`src/rtl/reneq_pkg.sv`:
```
// ----------------------------------------------------------------------------
// reneq_pkg: shared types and constants for the encoder and button event queue
// Event kinds, input modes, line levels and the layout of one stored event.
// ----------------------------------------------------------------------------
package reneq_pkg;

	// Field widths fixed by the interface.
	localparam int unsigned TimeW     = 32;
	localparam int unsigned KindW     = 2;
	localparam int unsigned HoldW     = 16;
	localparam int unsigned PendingW  = 4;
	localparam int unsigned DroppedW  = 2;
	localparam int unsigned InDataW   = 40;
	localparam int unsigned OutDataW  = 40;
	localparam int unsigned OutUserW  = 3;

	// Reset value of the hold time register.
	localparam logic [HoldW-1:0] HoldReset = 16'd50;

	// Line levels.
	localparam logic HIGH = 1'b1;
	localparam logic LOW  = 1'b0;

	// Input item selector.
	localparam logic MODE_SAMPLE = 1'b0;
	localparam logic MODE_POP    = 1'b1;

	// Event kinds.
	localparam logic [KindW-1:0] KIND_CW   = 2'd0;
	localparam logic [KindW-1:0] KIND_CCW  = 2'd1;
	localparam logic [KindW-1:0] KIND_DOWN = 2'd2;
	localparam logic [KindW-1:0] KIND_UP   = 2'd3;

	// One queue entry as held in the event memory.
	typedef struct packed {
		logic [TimeW-1:0] etime;
		logic [KindW-1:0] kind;
	} event_entry_t;

	localparam int unsigned EntryW = $bits(event_entry_t);

endpackage

```
`src/rtl/rotary_encoder_button_event_queue.sv`:
```
// ----------------------------------------------------------------------------
// rotary_encoder_button_event_queue: encoder and button decoder with event queue
// Turns pin samples into rotation and debounced button events held in a ring
// queue, and returns the oldest event on a pop.
// ----------------------------------------------------------------------------
// Each input beat is a pin sample or a pop and produces exactly one output
// beat. The block takes one beat per cycle unless the output stalls or a sample
// queues both a rotation and a button event; the input is then held off as the
// event memory has a single write port and the second entry is written in the
// next cycle. Pops read the memory through its registered read port. Output
// beats wait in an output register, so a stalled output only stops the input
// once the two-stage pipeline is full. The queue starts empty after reset with
// no clearing pass; all lines are assumed idle high.

module rotary_encoder_button_event_queue #(
	parameter int unsigned QUEUE_DEPTH = 8
) (
	input  logic        clk,
	input  logic        arst_n,

	// Configuration: debounce hold time in ms.
	input  logic        cfg_valid,
	output logic        cfg_ready,
	input  logic [15:0] cfg_data,

	// Input beats.
	input  logic        s_tvalid,
	output logic        s_tready,
	input  logic [39:0] s_tdata,   // [0] line_a, [1] line_b, [2] button_level, [34:3] now_ms
	input  logic        s_tuser,   // [0] mode

	// Output beats.
	output logic        m_tvalid,
	input  logic        m_tready,
	output logic [39:0] m_tdata,   // [31:0] event_time, [35:32] pending, [37:36] dropped
	output logic [2:0]  m_tuser    // [0] event_valid, [2:1] event_kind
);

	localparam int unsigned PW = $clog2(QUEUE_DEPTH);
	localparam int unsigned CW = $clog2(QUEUE_DEPTH + 1);

	typedef logic [PW-1:0] ptr_t;
	typedef logic [CW-1:0] cnt_t;

	function automatic ptr_t ptr_inc(input ptr_t p);
		ptr_t r;
		if (p == PW'(QUEUE_DEPTH - 1)) begin
			r = '0;
		end else begin
			r = p + PW'(1);
		end
		return r;
	endfunction

	// Control state.
	logic [reneq_pkg::HoldW-1:0] hold_q;
	logic                        prev_a_q;
	logic                        stable_btn_q;
	logic                        prev_raw_q;
	logic [reneq_pkg::TimeW-1:0] change_time_q;
	ptr_t                        rptr_q;
	ptr_t                        wptr_q;
	cnt_t                        fill_q;

	// Deferred second write of a sample that queued two events.
	logic                        pend_q;
	ptr_t                        pend_addr_q;
	reneq_pkg::event_entry_t     pend_data_q;

	// Pipeline stage 1 and the output register.
	logic                             valid_s1;
	logic                             hit_s1;
	logic [reneq_pkg::PendingW-1:0]   pending_s1;
	logic [reneq_pkg::DroppedW-1:0]   dropped_s1;
	logic                             out_valid_q;
	logic [reneq_pkg::OutDataW-1:0]   out_data_q;
	logic [reneq_pkg::OutUserW-1:0]   out_user_q;

	// Input fields.
	logic                        in_mode;
	logic                        in_a;
	logic                        in_b;
	logic                        in_btn;
	logic [reneq_pkg::TimeW-1:0] in_now;

	assign in_mode = s_tuser;
	assign in_a    = s_tdata[0];
	assign in_b    = s_tdata[1];
	assign in_btn  = s_tdata[2];
	assign in_now  = s_tdata[34:3];

	// Handshake.
	logic advance;
	logic accept;

	assign advance   = !out_valid_q || m_tready;
	assign s_tready  = !pend_q && (!valid_s1 || advance);
	assign accept    = s_tvalid && s_tready;
	assign cfg_ready = 1'b1;

	// Sample decode: rotation edge and debounced button change.
	logic                        rot_ev;
	logic                        btn_ev;
	logic                        raw_chg;
	logic [reneq_pkg::TimeW-1:0] ct_next;
	logic [reneq_pkg::TimeW-1:0] held;
	reneq_pkg::event_entry_t     ev_rot;
	reneq_pkg::event_entry_t     ev_btn;

	always_comb begin
		rot_ev  = (prev_a_q == reneq_pkg::HIGH) && (in_a == reneq_pkg::LOW);
		raw_chg = in_btn != prev_raw_q;
		ct_next = raw_chg ? in_now : change_time_q;
		held    = in_now - ct_next;
		btn_ev  = (held >= {16'd0, hold_q}) && (in_btn != stable_btn_q);
		ev_rot.etime = in_now;
		ev_rot.kind  = in_b ? reneq_pkg::KIND_CW : reneq_pkg::KIND_CCW;
		ev_btn.etime = in_now;
		ev_btn.kind  = in_btn ? reneq_pkg::KIND_UP : reneq_pkg::KIND_DOWN;
	end

	// Queue update for the accepted beat.
	logic                           is_pop;
	logic                           is_sample;
	logic                           room1;
	logic                           room2;
	logic                           pop_hit;
	logic                           we_now;
	reneq_pkg::event_entry_t        wdata_now;
	logic                           defer;
	ptr_t                           wptr_next;
	ptr_t                           rptr_next;
	cnt_t                           fill_next;
	logic [reneq_pkg::DroppedW-1:0] dropped;

	always_comb begin
		is_pop    = accept && (in_mode == reneq_pkg::MODE_POP);
		is_sample = accept && (in_mode == reneq_pkg::MODE_SAMPLE);
		room1     = fill_q < CW'(QUEUE_DEPTH);
		room2     = fill_q < CW'(QUEUE_DEPTH - 1);
		pop_hit   = is_pop && (fill_q != '0);
		we_now    = 1'b0;
		wdata_now = ev_rot;
		defer     = 1'b0;
		wptr_next = wptr_q;
		rptr_next = rptr_q;
		fill_next = fill_q;
		dropped   = '0;
		if (pop_hit) begin
			rptr_next = ptr_inc(rptr_q);
			fill_next = fill_q - CW'(1);
		end
		if (is_sample) begin
			if (rot_ev && btn_ev) begin
				if (room2) begin
					we_now    = 1'b1;
					defer     = 1'b1;
					wptr_next = ptr_inc(ptr_inc(wptr_q));
					fill_next = fill_q + CW'(2);
				end else if (room1) begin
					we_now    = 1'b1;
					wptr_next = ptr_inc(wptr_q);
					fill_next = fill_q + CW'(1);
					dropped   = 2'd1;
				end else begin
					dropped   = 2'd2;
				end
			end else if (rot_ev || btn_ev) begin
				wdata_now = rot_ev ? ev_rot : ev_btn;
				if (room1) begin
					we_now    = 1'b1;
					wptr_next = ptr_inc(wptr_q);
					fill_next = fill_q + CW'(1);
				end else begin
					dropped   = 2'd1;
				end
			end
		end
	end

	// Event memory: the deferred write goes while the input is held off.
	logic                                  ram_we;
	ptr_t                                  ram_waddr;
	logic [reneq_pkg::EntryW-1:0]          ram_wdata;
	reneq_pkg::event_entry_t               ram_rdata;

	assign ram_we    = we_now || pend_q;
	assign ram_waddr = pend_q ? pend_addr_q : wptr_q;
	assign ram_wdata = pend_q ? pend_data_q : wdata_now;

	reneq_ram #(
		.WIDTH(reneq_pkg::EntryW),
		.DEPTH(QUEUE_DEPTH)
	) u_store (
		.clk  (clk),
		.we   (ram_we),
		.waddr(ram_waddr),
		.wdata(ram_wdata),
		.re   (pop_hit),
		.raddr(rptr_q),
		.rdata(ram_rdata)
	);

	// Configuration register.
	always_ff @(posedge clk or negedge arst_n) begin
		if (!arst_n) begin
			hold_q <= reneq_pkg::HoldReset;
		end else if (cfg_valid && cfg_ready) begin
			hold_q <= cfg_data;
		end
	end

	// Decoder and queue control state.
	always_ff @(posedge clk or negedge arst_n) begin
		if (!arst_n) begin
			prev_a_q      <= reneq_pkg::HIGH;
			stable_btn_q  <= reneq_pkg::HIGH;
			prev_raw_q    <= reneq_pkg::HIGH;
			change_time_q <= '0;
			rptr_q        <= '0;
			wptr_q        <= '0;
			fill_q        <= '0;
			pend_q        <= 1'b0;
		end else begin
			pend_q <= defer;
			if (is_sample) begin
				prev_a_q      <= in_a;
				prev_raw_q    <= in_btn;
				change_time_q <= ct_next;
				if (btn_ev) begin
					stable_btn_q <= in_btn;
				end
			end
			if (accept) begin
				rptr_q <= rptr_next;
				wptr_q <= wptr_next;
				fill_q <= fill_next;
			end
		end
	end

	// Second entry of a double push, written in the next cycle.
	always_ff @(posedge clk) begin
		if (defer) begin
			pend_addr_q <= ptr_inc(wptr_q);
			pend_data_q <= ev_btn;
		end
	end

	// Stage 1 waits for the memory read.
	logic [CW+reneq_pkg::PendingW-1:0] fill_ext;

	assign fill_ext = {{reneq_pkg::PendingW{1'b0}}, fill_next};

	always_ff @(posedge clk or negedge arst_n) begin
		if (!arst_n) begin
			valid_s1 <= 1'b0;
		end else if (accept) begin
			valid_s1 <= 1'b1;
		end else if (advance) begin
			valid_s1 <= 1'b0;
		end
	end

	always_ff @(posedge clk) begin
		if (accept) begin
			hit_s1     <= pop_hit;
			pending_s1 <= fill_ext[reneq_pkg::PendingW-1:0];
			dropped_s1 <= dropped;
		end
	end

	// Output register; an empty pop or a sample reports a zero event.
	reneq_pkg::event_entry_t ev_out;

	assign ev_out = hit_s1 ? ram_rdata : '0;

	always_ff @(posedge clk or negedge arst_n) begin
		if (!arst_n) begin
			out_valid_q <= 1'b0;
		end else if (advance) begin
			out_valid_q <= valid_s1;
		end
	end

	always_ff @(posedge clk) begin
		if (advance && valid_s1) begin
			out_data_q <= {2'b00, dropped_s1, pending_s1, ev_out.etime};
			out_user_q <= {ev_out.kind, hit_s1};
		end
	end

	assign m_tvalid = out_valid_q;
	assign m_tdata  = out_data_q;
	assign m_tuser  = out_user_q;

	// Checks.
	a_pend_holds_input: assert property (@(posedge clk) disable iff (!arst_n)
		pend_q |-> !s_tready)
		else $error("input taken while a deferred write is pending");

	a_pend_one_cycle: assert property (@(posedge clk) disable iff (!arst_n)
		pend_q |=> !pend_q)
		else $error("deferred write lasted more than one cycle");

	a_fill_bound: assert property (@(posedge clk) disable iff (!arst_n)
		fill_q <= CW'(QUEUE_DEPTH))
		else $error("queue fill count above depth");

	a_pop_no_drop: assert property (@(posedge clk) disable iff (!arst_n)
		(m_tvalid && m_tuser[0]) |-> (m_tdata[37:36] == 2'd0))
		else $error("popped event reports dropped events");

endmodule

```
`src/rtl/reneq_ram.sv`:
```
// ----------------------------------------------------------------------------
// reneq_ram: generic simple dual-port RAM
// One write port and one read port; read data is registered.
// ----------------------------------------------------------------------------
module reneq_ram #(
	parameter int unsigned WIDTH = 34,
	parameter int unsigned DEPTH = 8
) (
	input  logic                     clk,
	input  logic                     we,
	input  logic [$clog2(DEPTH)-1:0] waddr,
	input  logic [WIDTH-1:0]         wdata,
	input  logic                     re,
	input  logic [$clog2(DEPTH)-1:0] raddr,
	output logic [WIDTH-1:0]         rdata
);

	logic [WIDTH-1:0] mem_q [DEPTH];

	// Write port.
	always_ff @(posedge clk) begin
		if (we) begin
			mem_q[waddr] <= wdata;
		end
	end

	// Registered read port; data holds while no read is issued.
	always_ff @(posedge clk) begin
		if (re) begin
			rdata <= mem_q[raddr];
		end
	end

endmodule

```
`config.mk`:
```
export PLATFORM = sky130hd
export DESIGN_NAME = rotary_encoder_button_event_queue
export DESIGN_NICKNAME = d
export VERILOG_FILES = /design/src/rtl/reneq_pkg.sv /design/src/rtl/rotary_encoder_button_event_queue.sv /design/src/rtl/reneq_ram.sv
export SDC_FILE = /design/constraint.sdc
export NUM_CORES = 1
export LEC_CHECK = 0
export BUFFER_PORTS_ARGS = -buffer_cell sky130_fd_sc_hd__buf_2
export CAP_MARGIN = 20
export CORE_MARGIN = 3
export CORE_UTILIZATION = 25
export CTS_CLUSTER_SIZE = 28
export DETAILED_ROUTE_END_ITERATION = 10
export GPL_TIMING_DRIVEN = 1
export PLACE_DENSITY = 0.53
export SLEW_MARGIN = 15
export SYNTH_ARGS = -nofsm -noshare
export SYNTH_HDL_FRONTEND = slang
export SYNTH_SLANG_ARGS = --single-unit
export TNS_END_PERCENT = 100
```
`constraint.sdc`:
```
create_clock -name clk -period 9.9 [get_ports clk]
set_input_delay 0 -clock clk [delete_from_list [all_inputs] [get_ports clk]]
set_output_delay 0 -clock clk [all_outputs]
set_load 0.02 [all_outputs]
```
======== Word level (Yosys, flattened, before mapping) ========
Memories as Yosys holds them, arrays and structs flattened. A register that Yosys moved wholly into a read port is not among the register bits.
Index checks and enable logic that the tools add are counted.
word-level totals
  output and inout bits ................... 46
  flip-flop bits (word level) ............. 149
  logic and storage cells ................. 103
  bits in writable memories ............... 272
  bits of input ports ..................... 62
  memories kept ........................... 1
memories
  memory         depth  bits a word  rd ports  clocked after memory_dff  write ports  line             text
  u_store.mem_q  8      34           1         1                         1            reneq_ram.sv:18  logic [WIDTH-1:0] mem_q [DEPTH];
cells by class
  add/sub/neg operators ................... 7
  bitwise logic cells ..................... 2
  mux-type cells .......................... 42
  eq/ne operators ......................... 5
  reduce and logical (&&, ||, !) cells .... 22
  $lt $le $gt $ge ......................... 3
operators with widths
  operator             count
  $mux 34              1
  $mux 3               11
  $ge 32x16->1         1
  $mux 32              1
  $sub 32x32->32       1
  $mux 4               6
  $mux 1               16
  $mux 2               7
  $add 3x1->3 const B  3
  $eq 3x3->1 const B   3
  $logic_and 1x1->1    9
  $add 4x1->4 const B  1
  $add 4x2->4 const B  1
  $logic_or 1x1->1     4
  $lt 4x3->1 const B   1
  $lt 4x4->1 const B   1
  $reduce_and 2->1     2
  $reduce_bool 2->1    2
  $reduce_bool 4->1    1
  $sub 4x1->4 const B  1
  $logic_not 1->1      3
  $reduce_and 3->1     1
  $ne 1x1->1           2
  $not 1->1            2

======== Longest topological paths before layout ========
  depth in word-level cells ............... 12
  depth in mapped cells ................... 32
  depth with buffers taken out ............ 26

======== By module ========
A second synthesis with hierarchy kept.
unflattened totals
  cell total of the unflattened synthesis .. 1409
  area, all modules ....................... 20860.0 um^2
by module, submodules not included
  module                             times used  area an instance (um^2)  cells an instance
  reneq_ram                          1           11423.5                  441
  rotary_encoder_button_event_queue  1           9436.6                   968

======== Worst setup path after synthesis ========
OpenSTA, ideal clock, no wires.
  path type ............................... register to register
  start point ............................. register prev_raw_q
  end point ............................... memory u_store.mem_q[0][0], enable pin
  cell stages (with the launch flop) ...... 29
  setup slack ............................. 0.685 ns
  data arrival time ....................... 8.695 ns
  period minus slack after synthesis ...... 9.215 ns
  cells stage by stage .................... dfstp_2 xnor2_2 buf_4 clkbuf_1 buf_1 nand2_1 o21ai_0 ha_1 inv_1 ha_1 o21ba_2 o32ai_2 or3b_4 and2_1 a31oi_1 o21ai_0 xor2_1 ha_1 a21o_1 a21oi_1 o211ai_1 a21oi_1 nand3b_1 a22oi_1 and4_1 a311oi_1 o21ai_1 buf_2 o41ai_1
between the ends
  cells in the longest elaborated chain, start to end .. 12
RTL lines
  what                            line                                      text
  from (decl)                     rotary_encoder_button_event_queue.sv:59   logic prev_raw_q;
  from (signal assigned)          rotary_encoder_button_event_queue.sv:218  prev_raw_q <= reneq_pkg::HIGH;
  from (signal assigned)          rotary_encoder_button_event_queue.sv:228  prev_raw_q <= in_btn;
  $ne 1x1->1 *                    rotary_encoder_button_event_queue.sv:112  raw_chg = in_btn != prev_raw_q;
  $mux 32 *                       rotary_encoder_button_event_queue.sv:113  ct_next = raw_chg ? in_now : change_time_q;
  named net ct_next (one bit)     rotary_encoder_button_event_queue.sv:105  logic [reneq_pkg::TimeW-1:0] ct_next;
  $sub 32x32->32 *                rotary_encoder_button_event_queue.sv:114  held = in_now - ct_next;
  $ge 32x16->1 *                  rotary_encoder_button_event_queue.sv:115  btn_ev = (held >= {16'd0, hold_q}) && (in_btn != stable_btn_q);
  $logic_and 1x1->1 *             rotary_encoder_button_event_queue.sv:115
  $logic_or 1x1->1                rotary_encoder_button_event_queue.sv:168  end else if (rot_ev || btn_ev) begin
  $mux 1                          rotary_encoder_button_event_queue.sv:168
  $mux 1 *                        rotary_encoder_button_event_queue.sv:154  if (rot_ev && btn_ev) begin
  $mux 1 *                        rotary_encoder_button_event_queue.sv:153  if (is_sample) begin
  $logic_or 1x1->1 *              rotary_encoder_button_event_queue.sv:187  assign ram_we = we_now || pend_q;
  $mux 1 *                        reneq_ram.sv:22                           if (we) begin
  $mux 1 (implied by the code) *  reneq_ram.sv:23                           mem_q[waddr] <= wdata;
  to (decl)                       reneq_ram.sv:18
Mark *: on every way through the listed nets, which the timed path passes. The rest lies on a longest branch.

======== Worst setup path after layout ========
  start point ............................. register prev_raw_q
  end point ............................... memory u_store.mem_q[7][18], enable pin
Same word-level chain as after synthesis.

==> out/metrics.yaml <==
leakage_nw: 8.603
io_pins: 108
overflow: 0
clk_latency_ns: 0.61
rsz0062_at_grt: "no"
cts.path.max_buffers: 3
synth_edf_count: 390
grt_max_degree: 71
max_freq_mhz: 143.0
pre_cts_ws_ns: 2.938
reg2reg_setup_slack_ns: 2.91
tightest_slew_ns: 1.110
cts_setup_buffers: 0
nFillCells: 7972
routabilityCongestion: 0.8505
diodes: 0
finalSetupTns_ns: 0
drive_gt1_share_pct: 22.75
finalPower_w: 0.006093
ir_drop_mv: 0.1553
combPwrFrac_pct: 29.4
cts_root_buf: "clkbuf_16"
drt-total-wl_mm: 48.09
layout_setup_ws_ns: 2.908
crit_type: "flip-flop to flip-flop"
syn_area_per_cell_um2: 14.91
synth_top_cell_area_share_pct: 57.23
ant_nets: 0
yosysTopAreaCell: "edfxtp_1"
skew_ns: 0.04385
switchingPower_w: 0.001902
routed_via_density: 4.479
grt_util_met3_pct: 1.894
hold_ws_ns: 0.1136
core_area_um2: 80810
dr.pass1.iters: 5
clk_pin_slew_worst_paths_ns: 0.06
grt_pass1_vias: 12063
grt_pass1_wl_mm: 73.79
multi_input_area_um2: 6798
io_buffers: 99
dieArea_um2: 85320
die_x_um: 292.1
r2r_start: "prev_raw_q"
syn_area_um2: 20460
outcome: "complete, no violations"
drc: 0
cts_tree: "built"
period_minus_slack_ns: 6.992
swShare_pct: 31.22
die_height_um: 292.1
htree_levels: 2
drv_cap: 0
p_int_w: 0.004191
synth_ff_type: "edfxtp_1"
syn_to_final_growth_pct: 21.11
initial_core_util_pct: 25.32
max-slew-margin-rel_pct: 25.97
clkPwrFrac_pct: 29.2
hold_viol: 0
reg2regPathDepth: 26
antenna_found_initial: 1
crit_fanout: 34
hold_class: "input port to async pin"
num_vias: 11915
grt_util_met2_pct: 18.15
seq_area_frac_synth_pct: 65.09
grt_usage_pct: 11.23
routedWlPerCell_um: 18.08
fin_crit_sh_pct: 70.62
setup_viol: 0
synthCells: 1372
cts-resized-gates: 0
end_kind: "flip-flop"
slew_violations: 0
use_met1_pct: 15.43
dpl.hpwl_mm: 30.94
worst_setup_path_start_kind: "flip-flop"
busiest_layer: "met2"
seq_power_share_pct: 41.3
ys_top_cells_by_count: "390 x edfxtp_1, 123 x nand2_1, 86 x o21ai_0"
r2r_end: "u_store.mem_q[7][18]"
final_nets: 1669
pwr_density_cell_nw_per_um2: 245.9
cts_buffers: 50
placementRows: 104
ys_warn_count: 0
synth_area_leaders: "edfxtp_1 57%, mux4_2 7.5%, dfrtp_1 7.1%, mux2_2 3.6%, ha_1 2.9%"
ys_ff_latch: 454
worstPathArrival_ns: 7.24
fin_util_pct: 30.67
cp_data_required_time_ns: 10.15
drtIter0Drc: 627
clock-sinks: 454
yosysMostFrequentCell: "edfxtp_1"
synth_cell_types: 87
async_flop_share_pct: 14.10
regArea_um2: 13330
[layer usage]
metal | wire, µm | up-vias
met2 | 22430 | 225
met4 | 1178 | 0
met3 | 1858 | 70
met1 | 22630 | 5965
met5 | 0 | -
li1 | - | 5655
[kinds of logic (layout without fill, tap and decap cells)]
| logic type | Yosys count | in the layout | synth area share (%) |
|---|---|---|---|
| xor gates and xnor gates | 35 | 35 | 1.571 |
| muxes | 157 | 157 | 12.24 |
| adders and majority gates | 53 | 53 | 3.186 |
| other | 2 | 3 | 0.03670 |
| and+or+nand+nor | 299 | 299 | 7.392 |
| AOI/OAI and AO/OA | 253 | 253 | 8.053 |
| DFF | 454 | 454 | 65.09 |
| buffers and inverters | 119 | 346 | 2.427 |
[power groups by stage]
stage / clock (W) / combinational, W / sequential (W)
3_5_place_dp: 0 / 0.00176 / 0.00257
3_3_place_gp: 0 / 0.00174 / 0.00256
4_1_cts: 0.00185 / 0.00180 / 0.00253
2_1_floorplan: 0 / 0.00136 / 0.00246
6_report: 0.00178 / 0.00179 / 0.00252
5_1_grt: 0.00193 / 0.00199 / 0.00255
[sequential cells by signal, indices dropped and copies added, names as in the netlist, 2 cells and up]
signal	flops
pending_s1	4
rptr_q	3
pend_addr_q	3
dropped_s1	2
u_store.rdata	34
change_time_q	32
hold_q	16
wptr_q	3
fill_q	4
m_tdata	38
u_store.mem_q	272
m_tuser	3
pend_data_q	33
[worst max path at each step]
stage | start | endpoint | slack [ns] | cells past startpoint
floorplan | prev_raw_q | u_store.mem_q[0][0] | 0.69 | 28
global placement | prev_raw_q | u_store.mem_q[3][4] | 3.03 | 26
detailed placement | prev_raw_q | u_store.mem_q[3][4] | 2.94 | 26
CTS | prev_raw_q | u_store.mem_q[7][18] | 2.89 | 26
global route | prev_raw_q | u_store.mem_q[5][0] | 2.38 | 26
finish | prev_raw_q | u_store.mem_q[7][18] | 2.91 | 26
[layout by cell type, fill, tap and decap left out, drive strengths merged, types with 8 or more instances in the layout]
master and n:
nand4 11, a21o 14, a211oi 11, inv 45
clkbuf 76, mux2i 23, mux2 66, o21ai 93
a21oi 52, ha 47, clkinv 15, nor2 35
nand3 17, xor2 12, and4 8, dlygate4sd3 88
buf 118, nor2b 14, xnor2 23, nand2 123
edfxtp 390, a31oi 12, mux4 68, and2 40
dfrtp 58, nor3 8, nand2b 16
[layout make-up]
cell class | count | area share, %
multi-input combinational | 800 | 27.43
clock inverter | 18 | 0.8128
clock buffer | 74 | 5.614
sequential | 454 | 53.78
timing repair buffer | 208 | 6.311
tap | 1060 | 5.352
inverter | 46 | 0.6967
[repair_timing]
action                                  CTS  global route
endpoints found under the setup margin    0             0
endpoints found under the hold margin   322             0
hold buffers                             88             0
[worst max-delay path: stages, from the launching register on]
cell	delay [ns]
dfstp_2	0.60
xnor2_2	0.12
buf_4	0.36
nand2_1	0.08
o21ai_0	0.12
ha_1	0.25
inv_1	0.08
ha_1	0.21
o21ba_2	0.28
o32ai_2	0.10
or3b_4	0.46
and2_1	0.21
a31oi_1	0.30
o21ai_0	0.18
xor2_1	0.20
ha_1	0.31
a21o_1	0.16
a21oi_1	0.16
o211ai_1	0.11
a21oi_1	0.30
nand3b_1	0.12
a22oi_1	0.17
and4_1	0.28
a311oi_1	0.16
o211ai_1	0.80
o22ai_4	0.15
buf_4	0.34
[through the flow]
step	std cells	cell area (µm²)
global route	2660	24780
CTS	2656	24720
finish	2660	24780
floorplan	1373	20470
detailed placement	2476	22250
global placement	2476	22250
No activity file was read; power rests on OpenSTA's default activity.
